## src/rtl/neighbor_table_with_aging_assert.svh

```systemverilog
// Assertion macros for the neighbor table
`ifndef NEIGHBOR_TABLE_WITH_AGING_ASSERT_SVH
`define NEIGHBOR_TABLE_WITH_AGING_ASSERT_SVH
// implication checked on every clock edge outside reset
`define NTA_ASSERT_IMPL(label, clk, rst_n, ante, cons, msg) \
    label: assert property (@(posedge clk) disable iff (!rst_n) (ante) |-> (cons)) \
        else $error(msg);
// implication whose consequent is checked in the cycle after the antecedent
`define NTA_ASSERT_NEXT(label, clk, rst_n, ante, cons, msg) \
    label: assert property (@(posedge clk) disable iff (!rst_n) (ante) |=> (cons)) \
        else $error(msg);
`endif

```

## src/rtl/nta_pkg.sv

```systemverilog
`timescale 1ns / 1ps
`default_nettype none
package nta_pkg;
    localparam int NtaNeighbors     = 16;
    localparam int NtaPorts         = 4;
    localparam int NtaHelloInterval = 5;
    localparam int NtaAgeStep       = 3;
    localparam int NtaLifeFactor    = 3;
    localparam int NtaCfgRegs       = 8;
    localparam int NtaQueueDepth    = 2;

    localparam logic [1:0] FUNC_HELLO  = 2'd0;
    localparam logic [1:0] FUNC_TICK   = 2'd1;
    localparam logic [1:0] FUNC_ADVERT = 2'd2;
    localparam logic [1:0] FUNC_NONE   = 2'd3;

    localparam logic [2:0] ST_REFRESHED = 3'd0;
    localparam logic [2:0] ST_ADDED     = 3'd1;
    localparam logic [2:0] ST_DROPPED   = 3'd2;
    localparam logic [2:0] ST_AGED      = 3'd3;
    localparam logic [2:0] ST_ADVERT    = 3'd4;

    typedef struct packed {
        logic [1:0]  func;
        logic [1:0]  port_index;
        logic [31:0] sender_id;
        logic [31:0] sender_addr;
        logic [31:0] sender_netmask;
    } cmd_t;

    typedef struct packed {
        logic [2:0]  status;
        logic [31:0] adv_network;
        logic [31:0] adv_netmask;
        logic [31:0] adv_router;
        logic [4:0]  removed_count;
        logic [4:0]  live_count;
        logic        last;
    } res_t;

    typedef enum logic [2:0] {
        BK_IDLE,
        BK_HSCAN,
        BK_TSCAN,
        BK_APORT,
        BK_ASCAN
    } bk_state_t;
endpackage
`default_nettype wire

```

## src/rtl/nta_if.sv

```systemverilog
`timescale 1ns / 1ps
`default_nettype none
interface nta_in_if;
    import nta_pkg::*;
    logic valid;
    logic ready;
    cmd_t data;
    modport source (output valid, output data, input ready);
    modport sink (input valid, input data, output ready);
endinterface

interface nta_out_if;
    import nta_pkg::*;
    logic valid;
    logic ready;
    res_t data;
    modport source (output valid, output data, input ready);
    modport sink (input valid, input data, output ready);
endinterface

interface nta_cfg_if;
    logic        valid;
    logic        ready;
    logic [2:0]  index;
    logic [31:0] wdata;
    modport source (output valid, output index, output wdata, input ready);
    modport sink (input valid, input index, input wdata, output ready);
endinterface
`default_nettype wire

```

## src/rtl/nta_front.sv

```systemverilog
`timescale 1ns / 1ps
`default_nettype none
// Accepts items, drops those with function code FUNC_NONE, queues the rest.
module nta_front
    import nta_pkg::*;
#(
    parameter int DEPTH = NtaQueueDepth
) (
    input  wire logic clk,
    input  wire logic rst_n,
    input  wire logic in_valid,
    output logic      in_ready,
    input  wire cmd_t in_data,
    output logic      q_valid,
    input  wire logic q_pop,
    output cmd_t      q_data
);
    localparam int AW = (DEPTH > 1) ? $clog2(DEPTH) : 1;
    cmd_t          mem_reg [DEPTH];
    logic [AW-1:0] wp_reg, wp_next, rp_reg, rp_next;
    logic [AW:0]   cnt_reg, cnt_next;
    logic          push;

    assign in_ready = (cnt_reg != (AW+1)'(DEPTH));
    assign push     = in_valid && in_ready && (in_data.func != FUNC_NONE);
    assign q_valid  = (cnt_reg != '0);
    assign q_data   = mem_reg[rp_reg];

    always_comb
    begin
        wp_next  = wp_reg;
        rp_next  = rp_reg;
        cnt_next = cnt_reg;
        if (push)
        begin
            wp_next = (wp_reg == AW'(DEPTH - 1)) ? '0 : wp_reg + 1'b1;
        end
        if (q_pop)
        begin
            rp_next = (rp_reg == AW'(DEPTH - 1)) ? '0 : rp_reg + 1'b1;
        end
        if (push && !q_pop)
        begin
            cnt_next = cnt_reg + 1'b1;
        end
        else if (!push && q_pop)
        begin
            cnt_next = cnt_reg - 1'b1;
        end
    end

    always_ff @(posedge clk or negedge rst_n)
    begin
        if (!rst_n)
        begin
            wp_reg  <= '0;
            rp_reg  <= '0;
            cnt_reg <= '0;
        end
        else
        begin
            wp_reg  <= wp_next;
            rp_reg  <= rp_next;
            cnt_reg <= cnt_next;
        end
    end

    always_ff @(posedge clk)
    begin
        if (push)
        begin
            mem_reg[wp_reg] <= in_data;
        end
    end
endmodule
`default_nettype wire

```

## src/rtl/nta_back.sv

```systemverilog
`timescale 1ns / 1ps
`default_nettype none
// Carries out one queued item by walking the slots, one slot a cycle unless a held result stalls the walk.
module nta_back
    import nta_pkg::*;
#(
    parameter int NEIGHBORS      = NtaNeighbors,
    parameter int PORTS          = NtaPorts,
    parameter int HELLO_INTERVAL = NtaHelloInterval,
    parameter int AGE_STEP       = NtaAgeStep
) (
    input  wire logic        clk,
    input  wire logic        rst_n,
    input  wire logic        q_valid,
    input  wire cmd_t        q_data,
    output logic             q_pop,
    input  wire logic [31:0] port_addr [4],
    input  wire logic [31:0] port_mask [4],
    output logic             res_valid,
    input  wire logic        res_ready,
    output res_t             res_data,
    output logic             busy
);
    localparam int IW = $clog2(NEIGHBORS);
    localparam int CW = $clog2(NEIGHBORS + 1);
    localparam logic [7:0] LIFE_INIT = 8'(NtaLifeFactor * HELLO_INTERVAL);
    localparam logic [7:0] STEP      = 8'(AGE_STEP);

    logic [NEIGHBORS-1:0] valid_reg, valid_next;
    logic [1:0]           sport_reg  [NEIGHBORS];
    logic [1:0]           sport_next [NEIGHBORS];
    logic [31:0]          sid_reg    [NEIGHBORS];
    logic [31:0]          sid_next   [NEIGHBORS];
    logic [31:0]          saddr_reg  [NEIGHBORS];
    logic [31:0]          saddr_next [NEIGHBORS];
    logic [31:0]          smask_reg  [NEIGHBORS];
    logic [31:0]          smask_next [NEIGHBORS];
    logic [7:0]           slife_reg  [NEIGHBORS];
    logic [7:0]           slife_next [NEIGHBORS];
    logic [CW-1:0]        pcnt_reg   [4];
    logic [CW-1:0]        pcnt_next  [4];
    logic [CW-1:0]        live_reg, live_next;

    bk_state_t     state_reg, state_next;
    cmd_t          cmd_reg, cmd_next;
    logic [CW-1:0] idx_reg, idx_next, wr_reg, wr_next, rem_reg, rem_next;
    logic [CW-1:0] rec_reg, rec_next;
    logic [1:0]    port_reg, port_next;
    res_t          out_reg, out_next;
    logic          out_vld_reg, out_vld_next;

    logic [IW-1:0] ix, wx, lx;
    logic          at_end, out_free, hit, port_bad, last_port, nbr_match, final_rec;
    logic [1:0]    cur_port;

    assign ix        = idx_reg[IW-1:0];
    assign wx        = wr_reg[IW-1:0];
    assign lx        = live_reg[IW-1:0];
    assign at_end    = (idx_reg == CW'(NEIGHBORS));
    assign out_free  = !out_vld_reg || res_ready;
    assign hit       = valid_reg[ix] && sport_reg[ix] == cmd_reg.port_index
                       && sid_reg[ix] == cmd_reg.sender_id;
    assign port_bad  = (32'(cmd_reg.port_index) >= PORTS);
    assign last_port = (port_reg == 2'(PORTS - 1));
    assign cur_port  = port_reg;
    assign nbr_match = valid_reg[ix] && sport_reg[ix] == cur_port;
    // final advert record: last port and this is the last neighbor record of it
    assign final_rec = last_port && (rec_reg + 1'b1 == pcnt_reg[cur_port]);
    assign res_valid = out_vld_reg;
    assign res_data  = out_reg;
    assign busy      = (state_reg != BK_IDLE) || out_vld_reg;
    assign q_pop     = (state_reg == BK_IDLE) && q_valid;

    always_comb
    begin
        state_next = state_reg;
        unique case (state_reg)
            BK_IDLE:
            begin
                if (q_valid)
                begin
                    unique case (q_data.func)
                        FUNC_HELLO:  state_next = BK_HSCAN;
                        FUNC_TICK:   state_next = BK_TSCAN;
                        default:     state_next = BK_APORT;
                    endcase
                end
            end
            BK_HSCAN:
            begin
                if (out_free && (at_end || hit || port_bad))
                begin
                    state_next = BK_IDLE;
                end
            end
            BK_TSCAN:
            begin
                if (at_end && out_free)
                begin
                    state_next = BK_IDLE;
                end
            end
            BK_APORT:
            begin
                if (out_free)
                begin
                    if (pcnt_reg[cur_port] != '0)
                    begin
                        state_next = BK_ASCAN;
                    end
                    else if (last_port)
                    begin
                        state_next = BK_IDLE;
                    end
                end
            end
            BK_ASCAN:
            begin
                if (out_free)
                begin
                    if (at_end)
                    begin
                        state_next = last_port ? BK_IDLE : BK_APORT;
                    end
                    else if (nbr_match && final_rec)
                    begin
                        state_next = BK_IDLE;
                    end
                end
            end
            default: state_next = BK_IDLE;
        endcase
    end

    always_comb
    begin
        valid_next   = valid_reg;
        sport_next   = sport_reg;
        sid_next     = sid_reg;
        saddr_next   = saddr_reg;
        smask_next   = smask_reg;
        slife_next   = slife_reg;
        pcnt_next    = pcnt_reg;
        live_next    = live_reg;
        cmd_next     = cmd_reg;
        idx_next     = idx_reg;
        wr_next      = wr_reg;
        rem_next     = rem_reg;
        rec_next     = rec_reg;
        port_next    = port_reg;
        out_next     = out_reg;
        out_vld_next = out_vld_reg && !res_ready;
        unique case (state_reg)
            BK_IDLE:
            begin
                if (q_valid)
                begin
                    cmd_next  = q_data;
                    idx_next  = '0;
                    wr_next   = '0;
                    rem_next  = '0;
                    rec_next  = '0;
                    port_next = '0;
                end
            end
            BK_HSCAN:
            begin
                if (out_free)
                begin
                    out_next            = '0;
                    out_next.last       = 1'b1;
                    out_next.live_count = 5'(live_reg);
                    if (port_bad)
                    begin
                        out_next.status = ST_DROPPED;
                        out_vld_next    = 1'b1;
                    end
                    else if (!at_end && hit)
                    begin
                        slife_next[ix]  = LIFE_INIT;
                        out_next.status = ST_REFRESHED;
                        out_vld_next    = 1'b1;
                    end
                    else if (at_end)
                    begin
                        out_vld_next = 1'b1;
                        if (live_reg == CW'(NEIGHBORS))
                        begin
                            out_next.status = ST_DROPPED;
                        end
                        else
                        begin
                            // new neighbor goes right after the packed live slots
                            valid_next[lx] = 1'b1;
                            sport_next[lx] = cmd_reg.port_index;
                            sid_next[lx]   = cmd_reg.sender_id;
                            saddr_next[lx] = cmd_reg.sender_addr;
                            smask_next[lx] = cmd_reg.sender_netmask;
                            slife_next[lx] = LIFE_INIT;
                            pcnt_next[cmd_reg.port_index] =
                                pcnt_reg[cmd_reg.port_index] + 1'b1;
                            live_next           = live_reg + 1'b1;
                            out_next.status     = ST_ADDED;
                            out_next.live_count = 5'(live_reg + 1'b1);
                        end
                    end
                    else
                    begin
                        idx_next = idx_reg + 1'b1;
                    end
                end
            end
            BK_TSCAN:
            begin
                if (!at_end)
                begin
                    idx_next = idx_reg + 1'b1;
                    if (valid_reg[ix])
                    begin
                        // survivors slide down to wx; wx never passes ix
                        valid_next[ix] = 1'b0;
                        if (slife_reg[ix] <= STEP)
                        begin
                            rem_next = rem_reg + 1'b1;
                            if (pcnt_reg[sport_reg[ix]] != '0)
                            begin
                                pcnt_next[sport_reg[ix]] = pcnt_reg[sport_reg[ix]] - 1'b1;
                            end
                        end
                        else
                        begin
                            valid_next[wx] = 1'b1;
                            sport_next[wx] = sport_reg[ix];
                            sid_next[wx]   = sid_reg[ix];
                            saddr_next[wx] = saddr_reg[ix];
                            smask_next[wx] = smask_reg[ix];
                            slife_next[wx] = slife_reg[ix] - STEP;
                            wr_next        = wr_reg + 1'b1;
                        end
                    end
                end
                else if (out_free)
                begin
                    live_next              = wr_reg;
                    out_next               = '0;
                    out_next.status        = ST_AGED;
                    out_next.removed_count = 5'(rem_reg);
                    out_next.live_count    = 5'(wr_reg);
                    out_next.last          = 1'b1;
                    out_vld_next           = 1'b1;
                end
            end
            BK_APORT:
            begin
                if (out_free)
                begin
                    idx_next = '0;
                    rec_next = '0;
                    if (pcnt_reg[cur_port] == '0)
                    begin
                        // stub: interface's own subnet, no router
                        out_next             = '0;
                        out_next.status      = ST_ADVERT;
                        out_next.adv_network = port_addr[cur_port] & port_mask[cur_port];
                        out_next.adv_netmask = port_mask[cur_port];
                        out_next.live_count  = 5'(live_reg);
                        out_next.last        = last_port;
                        out_vld_next         = 1'b1;
                        if (!last_port)
                        begin
                            port_next = port_reg + 1'b1;
                        end
                    end
                end
            end
            BK_ASCAN:
            begin
                if (out_free)
                begin
                    if (at_end)
                    begin
                        if (!last_port)
                        begin
                            port_next = port_reg + 1'b1;
                        end
                    end
                    else
                    begin
                        idx_next = idx_reg + 1'b1;
                        if (nbr_match)
                        begin
                            out_next             = '0;
                            out_next.status      = ST_ADVERT;
                            out_next.adv_network = saddr_reg[ix] & smask_reg[ix];
                            out_next.adv_netmask = smask_reg[ix];
                            out_next.adv_router  = sid_reg[ix];
                            out_next.live_count  = 5'(live_reg);
                            out_next.last        = final_rec;
                            out_vld_next         = 1'b1;
                            rec_next             = rec_reg + 1'b1;
                        end
                    end
                end
            end
            default: ;
        endcase
    end

    always_ff @(posedge clk or negedge rst_n)
    begin
        if (!rst_n)
        begin
            state_reg   <= BK_IDLE;
            valid_reg   <= '0;
            live_reg    <= '0;
            out_vld_reg <= 1'b0;
            for (int p = 0; p < 4; p++)
            begin
                pcnt_reg[p] <= '0;
            end
        end
        else
        begin
            state_reg   <= state_next;
            valid_reg   <= valid_next;
            live_reg    <= live_next;
            out_vld_reg <= out_vld_next;
            pcnt_reg    <= pcnt_next;
        end
    end

    // slot contents are only read behind a valid bit
    always_ff @(posedge clk)
    begin
        sport_reg <= sport_next;
        sid_reg   <= sid_next;
        saddr_reg <= saddr_next;
        smask_reg <= smask_next;
        slife_reg <= slife_next;
        cmd_reg   <= cmd_next;
        idx_reg   <= idx_next;
        wr_reg    <= wr_next;
        rem_reg   <= rem_next;
        rec_reg   <= rec_next;
        port_reg  <= port_next;
        out_reg   <= out_next;
    end
endmodule
`default_nettype wire

```

## src/rtl/neighbor_table_with_aging.sv

```systemverilog
`timescale 1ns / 1ps
`default_nettype none
// Channel | Dir  | Payload
// cmd     | sink | func, port_index, sender_id, sender_addr, sender_netmask
// res     | src  | status, adv_*, removed_count, live_count, last
// cfg     | sink | index 0..7, wdata (port address / netmask)
// Each cmd passes through the queue to the back end, which walks the slots:
// Hello: walks to a matching slot (refresh) or the end (add, or drop when full); a bad port drops.
// Tick: walks every slot; the slot walk compacts the table in place.
// Advert: per port, one record for each of its neighbors, or one stub record if it has none.
// A held res record stalls hello and advert walks; a tick stalls only at its end.
// Reset clears all valid bits and counters at once; no clearing pass.
// A two-entry queue lets cmd accept up to two items while the back end or res is stalled.
module neighbor_table_with_aging
    import nta_pkg::*;
#(
    parameter int NEIGHBORS      = NtaNeighbors,
    parameter int PORTS          = NtaPorts,
    parameter int HELLO_INTERVAL = NtaHelloInterval,
    parameter int AGE_STEP       = NtaAgeStep
) (
    input wire logic clk,
    input wire logic rst_n,
    nta_in_if.sink   cmd,
    nta_out_if.source res,
    nta_cfg_if.sink  cfg
);
    `include "neighbor_table_with_aging_assert.svh"

    logic [31:0] port_addr_reg [4];
    logic [31:0] port_mask_reg [4];
    logic        q_valid, q_pop, busy;
    cmd_t        q_data;

    assign cfg.ready = 1'b1;

    // Register index: bit 0 picks mask, upper bits pick the port.
    always_ff @(posedge clk or negedge rst_n)
    begin
        if (!rst_n)
        begin
            for (int p = 0; p < 4; p++)
            begin
                port_addr_reg[p] <= '0;
                port_mask_reg[p] <= '0;
            end
        end
        else if (cfg.valid)
        begin
            if (cfg.index[0])
            begin
                port_mask_reg[cfg.index[2:1]] <= cfg.wdata;
            end
            else
            begin
                port_addr_reg[cfg.index[2:1]] <= cfg.wdata;
            end
        end
    end

    nta_front u_front (
        .clk      (clk),
        .rst_n    (rst_n),
        .in_valid (cmd.valid),
        .in_ready (cmd.ready),
        .in_data  (cmd.data),
        .q_valid  (q_valid),
        .q_pop    (q_pop),
        .q_data   (q_data)
    );

    nta_back #(
        .NEIGHBORS      (NEIGHBORS),
        .PORTS          (PORTS),
        .HELLO_INTERVAL (HELLO_INTERVAL),
        .AGE_STEP       (AGE_STEP)
    ) u_back (
        .clk       (clk),
        .rst_n     (rst_n),
        .q_valid   (q_valid),
        .q_data    (q_data),
        .q_pop     (q_pop),
        .port_addr (port_addr_reg),
        .port_mask (port_mask_reg),
        .res_valid (res.valid),
        .res_ready (res.ready),
        .res_data  (res.data),
        .busy      (busy)
    );

    `NTA_ASSERT_IMPL(a_pop_needs_item, clk, rst_n, q_pop, q_valid, "pop from empty queue")
    `NTA_ASSERT_IMPL(a_status_range, clk, rst_n, res.valid, res.data.status <= ST_ADVERT,
        "bad status")
    `NTA_ASSERT_NEXT(a_pop_busy, clk, rst_n, q_pop, busy, "back end idle after pop")
endmodule
`default_nettype wire
```

## src/flat_wrapper.sv

```systemverilog
// flat-port wrapper written by rule: the top's interface ports become plain ports
module neighbor_table_with_aging_flat import nta_pkg::*;
#(
    parameter int NEIGHBORS      = NtaNeighbors,
    parameter int PORTS          = NtaPorts,
    parameter int HELLO_INTERVAL = NtaHelloInterval,
    parameter int AGE_STEP       = NtaAgeStep
)
  (clk, rst_n, cmd_valid, cmd_data, cmd_ready, res_valid, res_data, res_ready, cfg_valid, cfg_index, cfg_wdata, cfg_ready);
  nta_in_if cmd_i ();
  nta_out_if res_i ();
  nta_cfg_if cfg_i ();
  input wire logic clk;
  input wire logic rst_n;
  input wire logic [$bits(cmd_i.valid)-1:0] cmd_valid;
  input wire logic [$bits(cmd_i.data)-1:0] cmd_data;
  output wire logic [$bits(cmd_i.ready)-1:0] cmd_ready;
  output wire logic [$bits(res_i.valid)-1:0] res_valid;
  output wire logic [$bits(res_i.data)-1:0] res_data;
  input wire logic [$bits(res_i.ready)-1:0] res_ready;
  input wire logic [$bits(cfg_i.valid)-1:0] cfg_valid;
  input wire logic [$bits(cfg_i.index)-1:0] cfg_index;
  input wire logic [$bits(cfg_i.wdata)-1:0] cfg_wdata;
  output wire logic [$bits(cfg_i.ready)-1:0] cfg_ready;
  assign cmd_i.valid = cmd_valid;
  assign cmd_i.data = cmd_data;
  assign cmd_ready = cmd_i.ready;
  assign res_valid = res_i.valid;
  assign res_data = res_i.data;
  assign res_i.ready = res_ready;
  assign cfg_i.valid = cfg_valid;
  assign cfg_i.index = cfg_index;
  assign cfg_i.wdata = cfg_wdata;
  assign cfg_ready = cfg_i.ready;
  neighbor_table_with_aging #(.NEIGHBORS(NEIGHBORS), .PORTS(PORTS), .HELLO_INTERVAL(HELLO_INTERVAL), .AGE_STEP(AGE_STEP)) u_core (.clk(clk), .rst_n(rst_n), .cmd(cmd_i), .res(res_i), .cfg(cfg_i));
endmodule
```

## config.mk

```make
export PLATFORM = sky130hd
export DESIGN_NAME = neighbor_table_with_aging_flat
export DESIGN_NICKNAME = d
export VERILOG_FILES = /design/src/rtl/nta_pkg.sv /design/src/rtl/nta_if.sv /design/src/rtl/nta_front.sv /design/src/rtl/nta_back.sv /design/src/rtl/neighbor_table_with_aging.sv /design/src/flat_wrapper.sv
export VERILOG_INCLUDE_DIRS = /design/src /design/src/rtl
export SDC_FILE = /design/constraint.sdc
export NUM_CORES = 2
export LEC_CHECK = 0
export BUFFER_PORTS_ARGS = -buffer_cell sky130_fd_sc_hd__buf_2
export CAP_MARGIN = 20
export CORE_ASPECT_RATIO = 0.7
export CORE_UTILIZATION = 57
export DETAILED_ROUTE_END_ITERATION = 10
export PLACE_DENSITY = 0.87
export SETUP_SLACK_MARGIN = 0.15
export SLEW_MARGIN = 30
export SYNTH_ARGS = -nofsm -noshare
export SYNTH_HDL_FRONTEND = slang
export SYNTH_SLANG_ARGS = --single-unit
```

## constraint.sdc

```tcl
create_clock -name clk -period 10.81 [get_ports clk]
set_clock_uncertainty 0.1 [all_clocks]
set_input_delay 2.7025 -clock clk [delete_from_list [all_inputs] [get_ports clk]]
set_output_delay 2.7025 -clock clk [all_outputs]
set_load 0.02 [all_outputs]
```

Word-level counts from Yosys, hierarchy flattened --
Memories as Yosys holds them, arrays and structs flattened. Index checks and enable logic that the tools add are counted. W data, S select, Z words.
Word-level totals: register bits 2231, bits in latches 0, bits in writable memories 200, ROM bits 0, input bits 140, output and inout port bits 113, word-level logic and storage cells 466, memories 1
Operators by class: add/sub/neg operators 13, multipliers 0, divide/modulo/power cells 0, order comparisons 20, eq/ne operators 38, shifts and indexed selects 0, muxes and demuxes 202, bitwise operators 20, reductions and logical operators 57
Memory list:
- u_core.u_front.mem_reg | depth 2, width 100, rd ports 1, clocked after Yosys merged registers in 0, write ports 1, RTL line nta_front.sv:19 | cmd_t mem_reg [DEPTH];
Operator list (number):
- $mux W512 | 21
- $bwmux W512 | 6
- $pmux W512 S2 | 3
- $mux W128 | 7
- $mux W110 | 8
- $mux W32 | 20
- $pmux W110 S4 | 1
- $bmux W32 S4 | 3
- $bwmux W128 | 3
- $demux W32 S4 | 2
- $pmux W128 S2 | 1
- $mux W20 | 8
- $mux W5 | 29
- $and A64 B64 Y64 | 2
- $bmux W32 S2 | 2
- $not A64 Y64 | 2
- $or A64 B64 Y64 | 2
- $mux W16 | 7
- $demux W8 S4 | 3
- $and A32 B32 Y32 | 2
- $bwmux W32 | 2
- $demux W32 S2 | 1
- $pmux W32 S2 | 1
- $ne A2 B2 Y1 const B | 22
- 67 further kinds | 192

Depth between registers and ports, before layout --
word-level depth 15, depth in mapped cells 21, gate-level depth less buffers 12

Cells and area by module --
From an unflattened synthesis, not the netlist that was laid out.
Second synthesis, totals: cells, all modules 7883, area total of the unflattened synthesis 117426.4 um2
By module, submodules not included:
- nta_back | times used 1, cells each 6999, area each 99932.1 um2, sequential area each 58961.5 um2
- neighbor_table_with_aging | times used 1, cells each 553, area each 9628.0 um2, sequential area each 6406.1 um2
- nta_front | times used 1, cells each 331, area each 7866.3 um2, sequential area each 6105.9 um2

Least setup slack after synthesis --
No wires, ideal clock.
path kind reg-to-reg, start reg u_core.u_back.idx_reg[1], end reg u_core.u_back.saddr_reg[192] in the netlist's numbering (enable), library setup time 703 ps, arrival 11052 ps, data required time 10007 ps, setup slack -1044 ps, stages on the path, launching flop included 20, path buffers 11, clock period less this slack 11854 ps, cells stage by stage edfxtp_1 buf_6 buf_6 buf_6 buf_6 buf_2 buf_1 clkbuf_1 buf_1 inv_1 ha_1 and2_1 clkbuf_1 nand2_1 nand2_1 o21ai_0 nand2_1 clkbuf_1 clkbuf_1 a211oi_1
Between the ends: cells in the longest elaborated chain, start to end 10, elaborated cells between the ends (all ways) 26, classes of those cells order compare (1); eq/ne (8); mux (11); bitwise (1); reduce/logical (5)
RTL lines:
- start, declared | RTL line nta_back.sv:46 | logic [CW-1:0] idx_reg, idx_next, wr_reg, wr_next, rem_reg, rem_next;
- start signal, assigned | RTL line nta_back.sv:341 | idx_reg <= idx_next;
- branches (longest 9 deep; another with $le A8 B2 Y1)
- $reduce_and A8 Y1 (no source line) *
- end signal, assigned | RTL line nta_back.sv:337 | saddr_reg <= saddr_next;
- end, declared | RTL line nta_back.sv:34 | logic [31:0] saddr_reg [NEIGHBORS];
Every way passes the cells marked *. The select of a mux whose other input is x is not followed. A chain may end at the register's enable or synchronous reset.

Final worst setup path --
start reg u_core.u_back.idx_reg[1], end reg u_core.u_back.slife_reg[105] in the netlist's numbering (enable)
Between the ends: cells in the longest elaborated chain, start to end 10, elaborated cells between the ends (all ways) 26, classes of those cells order compare (1); eq/ne (8); mux (11); bitwise (1); reduce/logical (5)
RTL lines:
- branches (longest 9 deep; another with $le A8 B2 Y1)
- $reduce_and A7 Y1 (no source line) *
- end signal, assigned | RTL line nta_back.sv:339 | slife_reg <= slife_next;
- end, declared | RTL line nta_back.sv:38 | logic [7:0] slife_reg [NEIGHBORS];
Marks and branches as above.

==> impl.org <==
** Status
- The run finished with clean final reports.

** STA
- The count of pins over their slew limit was 0.
- Setup repair after global routing left no endpoint under its margin.
- Slew at the pin closest to its max-slew limit :: about 1.2 ns
- Worst slew margin :: 0.213
- Setup violations remaining at the end of the flow were counted as 0.
- Dividing the final minimum period by the clock period gives 0.662.
- Setup TNS :: 0 ns
- Highest achievable clock rate :: about 140 MHz
- Hold Fails Final Rpt :: 0
- Min Clock Period, post-route :: slightly above 7 ns

** Die
- Vertical die dimension :: 379 µm
- The initialized floorplan defines 137 standard-cell rows.
- Initial standard-cell utilization of the core :: 0.577
- The die covers 205000 µm².
- Placeable core region :: 200000 µm²
- During I/O placement, the number of pins put on the boundary was about 250.
- Floorplan die width :: 540 µm

** Min path
- Startpoint of the most critical hold path :: u_core.port_addr_reg[27]
- Worst min-delay path category :: reg2reg

** Drt
- In the routed layout, each cell is associated on average with a via count of 8.13.
- Post-route ant nets :: 0
- In the final routed layout, each cell accounts on average for roughly 38 µm.
- Highest signal layer in the routed design :: met5
- The routed design uses ~160000 µm of met2 wire.
- Met3 layer wire length in the routed design :: a little under 80000 µm
- Via count of the routed design :: between 80000 and 90000
- Count of routing violations after the opening detailed-route iteration :: 18460
- Number of design rule violations left after detail routing :: 0
- Wires add up to 385000 µm.
- The detailed router put a total of 127000 µm of wire on met1.
- The first detailed-routing pass ran for 8 iterations.

** GRT
- The via count of the first global-routing pass is 79236.
- Global routing usage summed across all routing layers :: 0.366
- Overflow left after global routing :: 0
- The number of antenna violations at the first check in global routing came to 40.
- Largest net degree at the start of global routing :: between 150 and 200
- Global-route wire length before repair :: between 500000 and 600000 µm

** Clock network
- TritonCTS Sinks :: about 2400
- The longest clock path from root to sink contains 4 buffers.
- CTS root buffer :: clkbuf_16
- Buffers added to address setup during post-CTS repair amount to 0.
- TritonCTS buffer count :: roughly 220
- Hold-fix buffers at CTS :: 0
- Post_cts resized :: 0
- Reg clk slew, reported paths :: 0.07 ns
- TritonCTS built the clock tree.
- Insertion delay to the later sink of the worst-skew pair :: ~0.91 ns
- CTS H-Tree Depth :: 4

** Power
- Power density over the cells :: 322 nW/µm²
- Across the VDD grid, the largest voltage drop is roughly 0.00045 V.
- The design draws ~40 mW.
- The analysis attributes to cell leakage a power of approximately 43 nW.

** Yosys
- Counting flops with an async set or reset pin after synthesis yields a share of 0.125.
- For this run, the number of Yosys warnings is 0.
- Main synth FF type :: edfxtp_1
- Register area share after synthesis :: 0.618
- The synthesized netlist occupies a cell area of approximately 120000 µm².
- Post-Synthesis Net Count :: between 7000 and 8000
- Counting flops and latches in the post-synthesis netlist gives between 2000 and 2500.
- The synthesized design contains 2126 enable-type register cells.
- The cell count after synthesis came out at ~7500.
- Synth Area per Inst :: roughly 15 µm²
- Synthesis instantiated 86 different standard cells from the library.

** Cells and area
- Relative to the synthesized area, the layout overhead comes to 9.15%.
- In the final layout, the share of cells above drive strength 1 is 0.244.
- After the last flow step, the layout net total stands at ~7400.

** Flow run
- Max cap viols :: 0

** Worst setup path
- Data required time at the worst endpoint :: 11.20 ns
- Crit end category :: flop
- CP Class :: reg2reg
- In this run the critical register-to-register path is launched from u_core.u_back.idx_reg[1].
- Critical Path Start Type :: flop
- Critical Path Source :: u_core.u_back.idx_reg[1]
- STA puts the critical path data arrival time at roughly 7.6 ns.
- Of all nets on the critical path, the largest fanout is approximately 130.

** Place
- At the end of routability-driven placement, the weighted congestion stood at just under 1.
- Detailed placement ended at an HPWL of approximately 210000 µm.
- PortBufs :: around 250
-- where the power goes --
group	switching, mW	internal (mW)	total (mW)
clock	3.67	4.70	8.37
combinational	11.9	5.45	17.4
sequential	1.86	13.1	14.9
total	17.5	23.2	40.7
-- cell usage in the layout (no fill, tap or decap), drive strengths merged, types with 15 or more instances in the layout --
cell,count
edfxtp,2126
a22o,1597
mux4,501
buf,449
mux2,391
dfrtp,305
clkbuf,270
nand2,210
mux2i,168
nor2,163
nand3,120
a21oi,105
o21ai,99
clkinv,81
and2,76
nor3,67
inv,66
a32o,57
o22ai,56
a22oi,50
nor4,46
xnor2,33
bufinv,32
o31ai,32
a31oi,31
or4,28
and3,28
o32ai,26
xor2,23
ha,19
o211ai,18
nor2b,15
-- metrics by stage --
| stage | util | std cells | setup slack, ns | hold WS [ns] | instance area, µm² |
|---|---|---|---|---|---|
| global placement | 0.590 | 9647 | 4.14 | 0.382 | 118000 |
| finish | 0.630 | 10076 | 3.65 | 0.406 | 126000 |
| global route | 0.630 | 10064 | 3.53 | 0.418 | 126000 |
| CTS | 0.629 | 10059 | 3.96 | 0.405 | 126000 |
| detailed placement | 0.591 | 9651 | 4.05 | 0.388 | 118000 |
| floorplan | - | 7549 | -1.04 | 0.345 | 116000 |
-- final timing paths --
kind,cells after the start,to,slack (ns)
setup / recovery,13,u_core.u_back.slife_reg[105],3.65
min in group asynchronous,1,u_core.port_addr_reg[94],1.59
setup reg to reg,13,u_core.u_back.slife_reg[105],3.65
hold reg to reg,1,u_core.port_addr_reg[27],0.41
hold / removal,1,u_core.port_addr_reg[27],0.41
max in group asynchronous,3,u_core.u_front.rp_reg,7.68
-- critical path, cell delays in order (launching register included) --
cell and delay [ns]:
edfxtp_1 0.41, buf_12 0.66, buf_12 0.76, mux4_2 0.62
mux2i_1 0.25, mux2i_4 0.25, xnor2_1 0.53, o2111ai_1 0.24
nor4_1 0.23, nand4_1 0.45, buf_4 0.46, nor2_1 0.43
o21ai_2 0.41, nor2_1 0.74
-- cell usage after synthesis (all sizes together), types with 105 or more instances --
| master | count | area share |
|---|---|---|
| buf | 268 | 0.012 |
| nor2 | 163 | 0.0053 |
| edfxtp | 2126 | 0.55 |
| mux2i | 168 | 0.015 |
| a21oi | 105 | 0.0045 |
| nand2 | 210 | 0.0068 |
| clkbuf | 717 | 0.023 |
| nand3 | 120 | 0.0052 |
| dfrtp | 305 | 0.066 |
| mux4 | 501 | 0.098 |
| a22o | 1597 | 0.12 |
| mux2 | 391 | 0.038 |
-- layout make-up --
class | count | area, µm²
Antenna cell | 14 | 35.0
Tap cell | 2641 | 3300
Multi-Input combinational cell | 4080 | 40500
Inverter | 53 | 199
Clock buffer | 270 | 5960
Fill cell | 13238 | 74200
Timing Repair Buffer | 449 | 3140
Sequential cell | 2431 | 71500
Clock inverter | 138 | 1580
-- layer usage --
layer	global-route usage	vias up
li1	-	30212
met1	0.482	39960
met2	0.509	9760
met3	0.173	1974
met4	0.173	50
met5	0.0113	-
-- cells by family (layout without fill, tap and decap cells) --
kind of cell               count (synthesis)  count (layout)  synth area share
buffers and inverters                   1038             910            0.0369
adders and majority gates                 19              19           0.00206
and+or+nand+nor                          804             804            0.0345
AOI/OAI and AO/OA                       2140            2140             0.153
xor gates and xnor gates                  56              56           0.00424
DFF                                     2431            2431             0.618
other                                      1              15         0.0000324
muxes                                   1060            1060             0.151
No activity file was read; power rests on OpenSTA's default activity.
